## src/rtl/rifp_pkg.sv

```systemverilog
package rifp_pkg;

	localparam int TRIG_FRAC_BITS  = 14;
	localparam int SCALE_FRAC_BITS = 16;
	// cos(30 deg) in Q1.14, rounded to nearest
	localparam logic signed [15:0] COS30 = 16'sd14189;
	localparam int PX_SHIFT = 2 * TRIG_FRAC_BITS + 1 - 16;

	localparam int DIV_NW = 47;  // (avail << 32) + span/2
	localparam int DIV_DW = 35;  // span
	localparam int DIV_CW = 6;

	localparam logic signed [15:0] COS_RST    = 16'sd16384;
	localparam logic signed [15:0] SIN_RST    = 16'sd0;
	localparam logic [10:0]        MAP_W_RST  = 11'd10;
	localparam logic [10:0]        MAP_H_RST  = 11'd10;
	localparam logic [13:0]        WIN_W_RST  = 14'd1920;
	localparam logic [13:0]        WIN_H_RST  = 14'd1080;
	localparam logic [12:0]        MARGIN_RST = 13'd100;

	localparam logic KIND_FIT   = 1'b0;
	localparam logic KIND_POINT = 1'b1;

	typedef enum logic [1:0] {
		CMD_CLEAR = 2'd0,
		CMD_ACC   = 2'd1,
		CMD_FIT   = 2'd2,
		CMD_PROJ  = 2'd3
	} cmd_t;

	typedef enum logic [2:0] {
		REG_COS    = 3'd0,
		REG_SIN    = 3'd1,
		REG_MAP_W  = 3'd2,
		REG_MAP_H  = 3'd3,
		REG_WIN_W  = 3'd4,
		REG_WIN_H  = 3'd5,
		REG_MARGIN = 3'd6
	} reg_idx_t;

	typedef enum logic [4:0] {
		OP_NONE,
		OP_LOAD,
		OP_CLEAR,
		OP_M_CXC,
		OP_M_CYS,
		OP_M_CXS,
		OP_M_CYC,
		OP_ADD_RY,
		OP_M_ROT,
		OP_PX,
		OP_BOX,
		OP_M_SX,
		OP_M_SY,
		OP_TY,
		OP_SPAN,
		OP_M_AHW,
		OP_M_AWH,
		OP_CMP,
		OP_SCALE,
		OP_M_OX,
		OP_M_OY,
		OP_OFY,
		OP_OUT_PT,
		OP_OUT_FIT
	} op_t;

	typedef struct packed {
		logic div_busy;
		logic need_div;
		logic out_free;
	} dp_status_t;

endpackage

```

## src/rtl/rifp_ctrl.sv

```systemverilog
module rifp_ctrl
	import rifp_pkg::*;
(
	input  logic       clk,
	input  logic       arst_n,
	input  logic       s_tvalid,
	input  logic [1:0] cmd,
	input  dp_status_t status,
	output logic       s_tready,
	output op_t        op
);

	typedef enum logic [8:0] {
		ST_IDLE = 9'b000000001,
		ST_CLR  = 9'b000000010,
		ST_ROT  = 9'b000000100,
		ST_BOX  = 9'b000001000,
		ST_PRJ  = 9'b000010000,
		ST_FIT  = 9'b000100000,
		ST_DIV  = 9'b001000000,
		ST_OFS  = 9'b010000000,
		ST_OUT  = 9'b100000000
	} state_t;

	state_t     state_q, state_d;
	logic [2:0] step_q, step_d;
	logic [1:0] cmd_q;

	always_comb begin
		op       = OP_NONE;
		state_d  = state_q;
		step_d   = step_q + 1'b1;
		s_tready = 1'b0;
		case (state_q)
			ST_IDLE: begin
				s_tready = 1'b1;
				step_d   = '0;
				if (s_tvalid) begin
					op = OP_LOAD;
					case (cmd)
						CMD_CLEAR: state_d = ST_CLR;
						CMD_FIT:   state_d = ST_FIT;
						default:   state_d = ST_ROT;
					endcase
				end
			end
			ST_CLR: begin
				op      = OP_CLEAR;
				state_d = ST_IDLE;
			end
			ST_ROT: begin
				case (step_q)
					3'd0:    op = OP_M_CXC;
					3'd1:    op = OP_M_CYS;
					3'd2:    op = OP_M_CXS;
					3'd3:    op = OP_M_CYC;
					3'd4:    op = OP_ADD_RY;
					3'd5:    op = OP_M_ROT;
					default: op = OP_PX;
				endcase
				if (step_q == 3'd6) begin
					step_d  = '0;
					state_d = (cmd_q == CMD_ACC) ? ST_BOX : ST_PRJ;
				end
			end
			ST_BOX: begin
				op      = OP_BOX;
				state_d = ST_IDLE;
			end
			ST_PRJ: begin
				case (step_q)
					3'd0:    op = OP_M_SX;
					3'd1:    op = OP_M_SY;
					default: op = OP_TY;
				endcase
				if (step_q == 3'd2)
					state_d = ST_OUT;
			end
			ST_FIT: begin
				case (step_q)
					3'd0:    op = OP_SPAN;
					3'd1:    op = OP_M_AHW;
					3'd2:    op = OP_M_AWH;
					default: op = OP_CMP;
				endcase
				if (step_q == 3'd3) begin
					step_d  = '0;
					state_d = status.need_div ? ST_DIV : ST_OFS;
				end
			end
			ST_DIV: begin
				step_d = '0;
				if (!status.div_busy) begin
					op      = OP_SCALE;
					state_d = ST_OFS;
				end
			end
			ST_OFS: begin
				case (step_q)
					3'd0:    op = OP_M_OX;
					3'd1:    op = OP_M_OY;
					default: op = OP_OFY;
				endcase
				if (step_q == 3'd2)
					state_d = ST_OUT;
			end
			ST_OUT: begin
				if (status.out_free) begin
					op      = (cmd_q == CMD_FIT) ? OP_OUT_FIT : OP_OUT_PT;
					state_d = ST_IDLE;
				end
			end
			default: state_d = ST_IDLE;
		endcase
	end

	always_ff @(posedge clk or negedge arst_n) begin
		if (!arst_n) begin
			state_q <= ST_IDLE;
			step_q  <= '0;
			cmd_q   <= CMD_CLEAR;
		end else begin
			state_q <= state_d;
			step_q  <= step_d;
			if (s_tready && s_tvalid)
				cmd_q <= cmd;
		end
	end

endmodule

```

## config.mk

```make
export PLATFORM = sky130hd
export DESIGN_NAME = rifp_ctrl
export DESIGN_NICKNAME = d
export VERILOG_FILES = /design/src/rtl/rifp_pkg.sv /design/src/rtl/rifp_ctrl.sv
export SDC_FILE = /design/constraint.sdc
export NUM_CORES = 1
export LEC_CHECK = 0
export ABC_CLOCK_PERIOD_IN_PS = 6350
export BUFFER_PORTS_ARGS = -buffer_cell sky130_fd_sc_hd__buf_2
export CAP_MARGIN = 20
export CORE_MARGIN = 4
export CORE_UTILIZATION = 41
export CTS_BUF_LIST = sky130_fd_sc_hd__clkbuf_4 sky130_fd_sc_hd__clkbuf_8
export DETAILED_ROUTE_END_ITERATION = 10
export HOLD_SLACK_MARGIN = 0.08
export PLACE_DENSITY = 0.7
export RECOVER_POWER = 25
export SLEW_MARGIN = 40
export SYNTH_ARGS = -nofsm -noshare
export SYNTH_HDL_FRONTEND = slang
export SYNTH_SLANG_ARGS = --single-unit
```

## constraint.sdc

```tcl
create_clock -name clk -period 6.35 [get_ports clk]
set_clock_uncertainty 0.05 [all_clocks]
set_input_delay 0.635 -clock clk [delete_from_list [all_inputs] [get_ports clk]]
set_output_delay 0.635 -clock clk [all_outputs]
set_load 0.005 [all_outputs]
```

==> impl_metrics.xml, run 1 <==
<?xml version="1.0" encoding="UTF-8"?>
<metrics>
  <group name="logic_synthesis">
    <metric name="yosys.area.top_type_share" unit="%">29.68</metric>
    <metric name="synth-seq-cells" unit="">14</metric>
    <metric name="synth.avg_cell_area" unit="um^2">8.768</metric>
    <metric name="synth_enable_flop_cells" unit="">0</metric>
    <metric name="synth_nets" unit="">139</metric>
    <metric name="synth_top_family_by_area" unit="">simple AND/OR/NAND/NOR gates</metric>
    <metric name="synth.top_cells.by_area" unit="">sky130_fd_sc_hd__dfrtp_1 (30%), sky130_fd_sc_hd__ha_1 (6.8%), sky130_fd_sc_hd__inv_1 (4.1%)</metric>
    <metric name="yosysUniqueCellTypes" unit="">49</metric>
    <metric name="synthDominantAreaCellType" unit="">sky130_fd_sc_hd__dfrtp_1</metric>
    <metric name="post_synth_xor_area_fraction" unit="%">1.598</metric>
    <metric name="share_of_the_synthesized_area_in_compound_gates_ao_oa_aoi_oai" unit="%">22.03</metric>
    <metric name="async_flop_share" unit="%">100.0</metric>
    <metric name="synth.area.mux_share" unit="%">3.311</metric>
    <metric name="ys_warn_count" unit="">0</metric>
    <metric name="ys_seq_area_share" unit="%">32.08</metric>
    <metric name="post_synth_inst_count" unit="">125</metric>
    <metric name="synth-adder-area-share" unit="%">6.849</metric>
    <metric name="synth-simple-area-share" unit="%">28.20</metric>
    <metric name="yosys_most_used_dff" unit="">sky130_fd_sc_hd__dfrtp_1</metric>
    <metric name="mappedNetlistArea" unit="um^2">1096</metric>
  </group>
  <group name="setup_path">
    <metric name="regToRegStartpoint" unit="">state_q[6]</metric>
    <metric name="rr_endpoint" unit="">state_q[4]</metric>
    <metric name="setup.worst_path.start_class" unit="">flop</metric>
    <metric name="setup.worst_path.end_class" unit="">primary output</metric>
    <metric name="crit_path_max_fanout" unit="">5</metric>
    <metric name="crit_type" unit="">reg2out</metric>
    <metric name="critPathCapture" unit="">op[0]</metric>
    <metric name="worst_ep_arrival_time" unit="ps">2530</metric>
    <metric name="worstRegToRegCells" unit="">5</metric>
    <metric name="crit_path_start" unit="">state_q[1]</metric>
    <metric name="regToRegSetupSlack" unit="ps">3990</metric>
    <metric name="crit_required" unit="ps">5660</metric>
  </group>
  <group name="routing">
    <metric name="drt_pre_antenna_iters" unit="">4</metric>
    <metric name="met2_wirelength" unit="um">1161</metric>
    <metric name="drt_wl_total" unit="um">2552</metric>
    <metric name="drt-wirelength-per-cell" unit="um">15.10</metric>
    <metric name="drt_drc_violations_left" unit="">0</metric>
    <metric name="routed_via_density" unit="">6.036</metric>
    <metric name="highest-signal-layer" unit="">met4</metric>
    <metric name="wl_met1" unit="um">1161</metric>
    <metric name="met3_wirelength" unit="um">159</metric>
    <metric name="drtAntennaViolNets" unit="">0</metric>
    <metric name="vias" unit="">1020</metric>
    <metric name="drt-initial-drc-count" unit="">29</metric>
  </group>
  <group name="clock_network">
    <metric name="cts-hold-fix-buffers" unit="">0</metric>
    <metric name="clk_root_buffer_cell" unit="">sky130_fd_sc_hd__clkbuf_4</metric>
    <metric name="clk_pin_slew" unit="ps">90</metric>
    <metric name="clock_latency" unit="ps">280</metric>
    <metric name="postCtsSetupBuffers" unit="">0</metric>
    <metric name="clock_sinks" unit="">14</metric>
    <metric name="tritoncts" unit="">built</metric>
    <metric name="deepest_clock_path_buffer_count" unit="">2</metric>
    <metric name="htree_num_levels" unit="">1</metric>
    <metric name="cts_buffers" unit="">3</metric>
    <metric name="cts_repair_resize_count" unit="">0</metric>
  </group>
  <group name="place">
    <metric name="place_hpwl" unit="um">2058</metric>
    <metric name="portBuffers" unit="">13</metric>
    <metric name="place_congestion" unit="">0.8840</metric>
  </group>
  <group name="power">
    <metric name="total_leakage_power" unit="nW">0.5419</metric>
    <metric name="ir_drop" unit="mV">0.3351</metric>
    <metric name="power-per-cell-area" unit="nW/um^2">530.9</metric>
    <metric name="totalPowerFinal" unit="W">0.0006510</metric>
  </group>
  <group name="grt">
    <metric name="grt_usage" unit="%">16.19</metric>
    <metric name="grt_antenna_before_repair" unit="">0</metric>
    <metric name="grt_max_degree" unit="">15</metric>
    <metric name="globalRouteOverflowTotal" unit="">0</metric>
    <metric name="grt_first_pass_wirelength" unit="um">4409</metric>
    <metric name="via_count_of_the_first_global_routing_pass" unit="">1013</metric>
  </group>
  <group name="cells_and_area">
    <metric name="utilization" unit="%">48.61</metric>
    <metric name="final_common_cell" unit="">sky130_fd_sc_hd__dfrtp_1</metric>
    <metric name="multiInputGateArea" unit="um^2">691.9</metric>
    <metric name="areaGrowthSynthToFinish" unit="%">11.87</metric>
    <metric name="fillCellCount" unit="">258</metric>
    <metric name="register_area" unit="um^2">351.6</metric>
    <metric name="fraction_of_final_layout_cells_with_drive_strength_greater_than_1" unit="%">23.74</metric>
    <metric name="insertedDiodeCount" unit="">0</metric>
    <metric name="layout.cells.most_common_list" unit="">sky130_fd_sc_hd__dfrtp_1 (13), sky130_fd_sc_hd__inv_1 (12), sky130_fd_sc_hd__buf_2 (12)</metric>
    <metric name="final_nets" unit="">154</metric>
  </group>
  <group name="timing">
    <metric name="setup_viol" unit="">0</metric>
    <metric name="timing.slew.headroom" unit="%">49.41</metric>
    <metric name="clock.fmax" unit="MHz">311.5</metric>
    <metric name="timing_worst_slew_pin_value" unit="ps">758.8</metric>
    <metric name="timing.setup.tns" unit="ps">0</metric>
    <metric name="maxSlewViolCount" unit="">0</metric>
    <metric name="min_period_over_period" unit="%">50.55</metric>
    <metric name="grt_setup_unrepaired" unit="">false</metric>
    <metric name="post-route-min-period" unit="ps">3210</metric>
    <metric name="hold_violations" unit="">0</metric>
  </group>
  <group name="die">
    <metric name="die_area" unit="um^2">3565</metric>
    <metric name="core_region_area" unit="um^2">2522</metric>
    <metric name="io_pins" unit="">14</metric>
    <metric name="fp.dieH" unit="um">59.71</metric>
    <metric name="starting_density_of_the_core" unit="%">43.45</metric>
    <metric name="die_w" unit="um">59.71</metric>
    <metric name="placementRows" unit="">18</metric>
  </group>
  <group name="hold_path">
    <metric name="hp-class" unit="">in2async</metric>
  </group>
  <group name="status">
    <metric name="run_status" unit="">finished, final reports clean</metric>
  </group>
  <group name="run">
    <metric name="drv_cap" unit="">0</metric>
  </group>
</metrics>
## through the flow
| stage | cell area, um^2 | instances | setup WS, ps | hold WS (ps) |
|---|---|---|---|---|
| 4_1_cts | 1221 | 169 | 3127 | 190.2 |
| 5_1_grt | 1226 | 169 | 3063 | 411.0 |
| 3_3_place_gp | 1179 | 165 | 3424 | 411.9 |
| 3_5_place_dp | 1185 | 165 | 3460 | 411.8 |
| 6_report | 1226 | 169 | 3140 | 337.3 |
| 2_1_floorplan | 1096 | 125 | 3671 | 289.4 |
## state kept, by name, summed over array words and instances, names as in the netlist
signal and cells:
cmd_q 2, state_q 9, step_q 3
## how the worst min path moves through the flow
stage                       endpoint  depth (start not counted)  slack, ps     start
after global routing        cmd_q[1]                          1        410    arst_n
final                      step_q[1]                          1        340    arst_n
after detailed placement  state_q[3]                          1        410  cmd_q[1]
after floorplan             cmd_q[0]                          0        290    arst_n
after global placement    state_q[3]                          1        410  cmd_q[1]
after CTS                   cmd_q[1]                          1        190    arst_n
## critical path: stages (launching register included)
cell                      delay, ps
sky130_fd_sc_hd__dfrtp_1        420
sky130_fd_sc_hd__or4_4          560
sky130_fd_sc_hd__or4_2          590
sky130_fd_sc_hd__or4_1          440
sky130_fd_sc_hd__nand4_1        110
sky130_fd_sc_hd__buf_2          120
## where the power goes
part / internal (W) / switching (W) / total [W]
sequential: 0.000125 / 0.0000438 / 0.000169
combinational: 0.000187 / 0.000231 / 0.000417
clock: 0.0000349 / 0.0000302 / 0.0000652
## cell usage after synthesis, types with 3 or more instances
library cell              instances
sky130_fd_sc_hd__dfrtp_1         13
sky130_fd_sc_hd__nor4_1           4
sky130_fd_sc_hd__nor2_1           8
sky130_fd_sc_hd__a21oi_1          5
sky130_fd_sc_hd__o21ai_0          8
sky130_fd_sc_hd__or3_2            3
sky130_fd_sc_hd__nand2_1         11
sky130_fd_sc_hd__ha_1             6
sky130_fd_sc_hd__nand3_1          3
sky130_fd_sc_hd__inv_1           12
sky130_fd_sc_hd__nor3_1           4
## layout make-up
cell class | count | area share (%)
timing repair buffer | 13 | 5.204
clock buffer | 4 | 2.959
inverter | 12 | 3.673
tap | 30 | 3.061
sequential | 14 | 28.67
multi-input combinational | 96 | 56.43
## metal layers
metal	up-vias	GRT usage [%]
met3	9	2.808
met2	30	25.93
met1	481	20.78
met4	0	8.228
li1	500	-
met5	-	0
## cells by family (layout without fill, tap and decap cells)
group,after synthesis,after routing
AO/OA/AOI/OAI,33,33
XOR/XNOR,2,2
adder cells (fa/ha/maj),6,6
buffers and inverters,15,29
flip-flops,14,14
multiplexers,3,3
AND/OR/NAND/NOR,52,52
Power figures use the tool's default switching activity.
==> run 2, diff against run 1 <==
--- a/config.mk
+++ b/config.mk
@@ -5,7 +5,7 @@
 export SDC_FILE = /design/constraint.sdc
 export NUM_CORES = 1
 export LEC_CHECK = 0
-export ABC_CLOCK_PERIOD_IN_PS = 6350
+export ABC_CLOCK_PERIOD_IN_PS = 2800
 export BUFFER_PORTS_ARGS = -buffer_cell sky130_fd_sc_hd__buf_2
 export CAP_MARGIN = 20
 export CORE_MARGIN = 4
@@ -13,7 +13,7 @@
 export CTS_BUF_LIST = sky130_fd_sc_hd__clkbuf_4 sky130_fd_sc_hd__clkbuf_8
 export DETAILED_ROUTE_END_ITERATION = 10
 export HOLD_SLACK_MARGIN = 0.08
-export PLACE_DENSITY = 0.7
+export PLACE_DENSITY = 0.72
 export RECOVER_POWER = 25
 export SLEW_MARGIN = 40
 export SYNTH_ARGS = -nofsm -noshare
==> constraint.sdc (replaced) <==
create_clock -name clk -period 2.8 [get_ports clk]
set_clock_uncertainty 0.05 [all_clocks]
set_input_delay 0.28 -clock clk [delete_from_list [all_inputs] [get_ports clk]]
set_output_delay 0.28 -clock clk [all_outputs]
set_load 0.005 [all_outputs]
==> impl_metrics.xml, run 2 (synthesized netlist as in run 1, its figures left out) <==
<?xml version="1.0" encoding="UTF-8"?>
<metrics>
  <group name="clock_network">
    <metric name="tritoncts" unit="">built</metric>
    <metric name="deepest_clock_path_buffer_count" unit="">2</metric>
    <metric name="clk_root_buffer_cell" unit="">sky130_fd_sc_hd__clkbuf_4</metric>
    <metric name="cts_buffers" unit="">3</metric>
    <metric name="htree_num_levels" unit="">1</metric>
    <metric name="clock_sinks" unit="">14</metric>
    <metric name="clk_pin_slew" unit="ps">90</metric>
    <metric name="clock_latency" unit="ps">290</metric>
  </group>
  <group name="power">
    <metric name="cell_internal_pwr" unit="W">0.0008200</metric>
    <metric name="clkPwrFrac" unit="%">9.7</metric>
    <metric name="combPwrFrac" unit="%">65.8</metric>
    <metric name="ir_drop" unit="mV">0.6539</metric>
    <metric name="power.switching_fraction" unit="%">46.47</metric>
    <metric name="power.switching" unit="W">0.0007117</metric>
    <metric name="total_leakage_power" unit="nW">0.5684</metric>
    <metric name="power-per-cell-area" unit="nW/um^2">1210</metric>
    <metric name="pwr-share-seq" unit="%">24.5</metric>
    <metric name="totalPowerFinal" unit="W">0.001532</metric>
  </group>
  <group name="die">
    <metric name="die_area" unit="um^2">3565</metric>
    <metric name="die_w" unit="um">59.71</metric>
    <metric name="core_region_area" unit="um^2">2522</metric>
    <metric name="starting_density_of_the_core" unit="%">43.45</metric>
    <metric name="io_pins" unit="">14</metric>
    <metric name="placementRows" unit="">18</metric>
    <metric name="fp.dieH" unit="um">59.71</metric>
  </group>
  <group name="timing">
    <metric name="clock.fmax" unit="MHz">379.4</metric>
    <metric name="timing.setup.tns" unit="ps">0</metric>
    <metric name="grt_setup_unrepaired" unit="">false</metric>
    <metric name="timing_worst_slew_pin_value" unit="ps">751.4</metric>
    <metric name="post-route-min-period" unit="ps">2636</metric>
    <metric name="setup_viol" unit="">0</metric>
    <metric name="hold_violations" unit="">0</metric>
    <metric name="min_period_over_period" unit="%">94.14</metric>
    <metric name="maxSlewViolCount" unit="">0</metric>
    <metric name="timing.final.ws_setup" unit="ps">164.0</metric>
    <metric name="timing.slew.headroom" unit="%">49.91</metric>
  </group>
  <group name="grt">
    <metric name="grt_antenna_before_repair" unit="">0</metric>
    <metric name="via_count_of_the_first_global_routing_pass" unit="">1006</metric>
    <metric name="globalRouteOverflowTotal" unit="">0</metric>
    <metric name="grt_usage" unit="%">17.08</metric>
    <metric name="grt_max_degree" unit="">15</metric>
    <metric name="grt_first_pass_wirelength" unit="um">4581</metric>
  </group>
  <group name="setup_path">
    <metric name="crit_type" unit="">reg2out</metric>
    <metric name="crit_path_max_fanout" unit="">4</metric>
    <metric name="crit_required" unit="ps">2470</metric>
    <metric name="worst_ep_arrival_time" unit="ps">2310</metric>
    <metric name="critical-path-top-cell-by-count" unit="">sky130_fd_sc_hd__or4_4</metric>
    <metric name="setup.worst_path.end_class" unit="">primary output</metric>
    <metric name="path_cells" unit="">or4_4 &gt; or4_4 &gt; or4_4 &gt; nand4_1 &gt; buf_2</metric>
    <metric name="buffer_and_inverter_count_on_the_worst_path" unit="">1</metric>
    <metric name="setup.worst_path.start_class" unit="">flop</metric>
    <metric name="critical-path-top-delay-family" unit="">simple AND/OR/NAND/NOR gates</metric>
    <metric name="crit_path_start" unit="">state_q[1]</metric>
    <metric name="regToRegStartpoint" unit="">state_q[6]</metric>
    <metric name="cpMaxStageDelayCell" unit="">sky130_fd_sc_hd__or4_4</metric>
    <metric name="max_stage_delay" unit="ps">550</metric>
  </group>
  <group name="place">
    <metric name="place_congestion" unit="">0.9129</metric>
    <metric name="place_hpwl" unit="um">2099</metric>
    <metric name="portBuffers" unit="">13</metric>
    <metric name="place_worst_setup_slack" unit="ps">282.6</metric>
  </group>
  <group name="cells_and_area">
    <metric name="insertedDiodeCount" unit="">0</metric>
    <metric name="areaGrowthSynthToFinish" unit="%">15.52</metric>
    <metric name="fraction_of_final_layout_cells_with_drive_strength_greater_than_1" unit="%">25.00</metric>
    <metric name="regMostFlops" unit="">state_q</metric>
    <metric name="largest_reg_flops" unit="">9</metric>
    <metric name="final_common_cell" unit="">sky130_fd_sc_hd__dfrtp_1</metric>
    <metric name="largest_registers" unit="">state_q x9, step_q x3, cmd_q x2</metric>
    <metric name="layout.cells.most_common_list" unit="">sky130_fd_sc_hd__dfrtp_1 (13), sky130_fd_sc_hd__inv_1 (12), sky130_fd_sc_hd__buf_2 (12)</metric>
    <metric name="final_nets" unit="">159</metric>
  </group>
  <group name="routing">
    <metric name="drt-initial-drc-count" unit="">31</metric>
    <metric name="drt_drc_violations_left" unit="">0</metric>
    <metric name="routed_via_density" unit="">6.126</metric>
    <metric name="drt-wirelength-per-cell" unit="um">15.63</metric>
    <metric name="drt_pre_antenna_iters" unit="">4</metric>
    <metric name="drt_wl_total" unit="um">2720</metric>
    <metric name="vias" unit="">1066</metric>
    <metric name="drtAntennaViolNets" unit="">0</metric>
  </group>
  <group name="hold_path">
    <metric name="hp-class" unit="">in2reg</metric>
    <metric name="hold_path.startpoint" unit="">cmd[1]</metric>
  </group>
  <group name="run">
    <metric name="drv_cap" unit="">0</metric>
  </group>
  <group name="status">
    <metric name="run_status" unit="">finished, final reports clean</metric>
  </group>
</metrics>
[run 2: changes by cell type in the layout (fill, tap and decap cells not counted), moves of 2 or more]
cell and delta:
sky130_fd_sc_hd__buf_4 +4, sky130_fd_sc_hd__nor4_2 -2, sky130_fd_sc_hd__nor4_1 +2, sky130_fd_sc_hd__or4_4 +2
[run 2: final timing paths]
kind                       slack [ps]    endpoint  cells past startpoint
hold reg to reg                   420  state_q[3]                      1
min in group asynchronous         510   step_q[0]                      2
setup / recovery                  160       op[0]                      5
hold / removal                    110  state_q[1]                      2
setup reg to reg                  490  state_q[4]                      5
max in group asynchronous        1720  state_q[7]                      2
[run 2: final cells by class]
class                      count  area [um^2]
clock buffer                   4        36.28
sequential                    14        351.6
multi-input combinational     96        691.9
tap                           30        37.54
timing repair buffer          18        103.9
inverter                      12        45.04
fill                         260         1256
[run 2: metal layers]
| metal | track usage (%) | share of wire (%) |
|---|---|---|
| met2 | 28.70 | 48 |
| met3 | 3.024 | 5.7 |
| met1 | 21.58 | 44 |
| met4 | 6.646 | 2.0 |
| met5 | 0 | 0 |
[run 2: per-stage QoR]
stage                     instance area, um^2  hold WS [ps]  utilization [%]  instances
after global placement                   1194         139.4            47.32        167
after floorplan                          1096        -65.59                -        125
after CTS                                1259         113.5            49.90        174
after detailed placement                 1194         140.6            47.32        167
final                                    1266         113.4            50.20        174
after global routing                     1266         108.3            50.20        174
[run 2: power groups by stage]
stage | combinational (W) | sequential, W | clock (W)
finish | 0.00101 | 0.000375 | 0.000149
global route | 0.00112 | 0.000388 | 0.000159
CTS | 0.000985 | 0.000369 | 0.000150
detailed placement | 0.000957 | 0.000378 | 0
global placement | 0.000944 | 0.000370 | 0
floorplan | 0.000731 | 0.000346 | 0
[run 2: repair_timing]
| item | in CTS | in global routing |
|---|---|---|
| gates resized for setup | 1 | 2 |
| endpoints found under the hold margin | 13 | 0 |
| hold buffers | 1 | 0 |
| endpoints found under the setup margin | 1 | 2 |
| setup buffers | 2 | 0 |
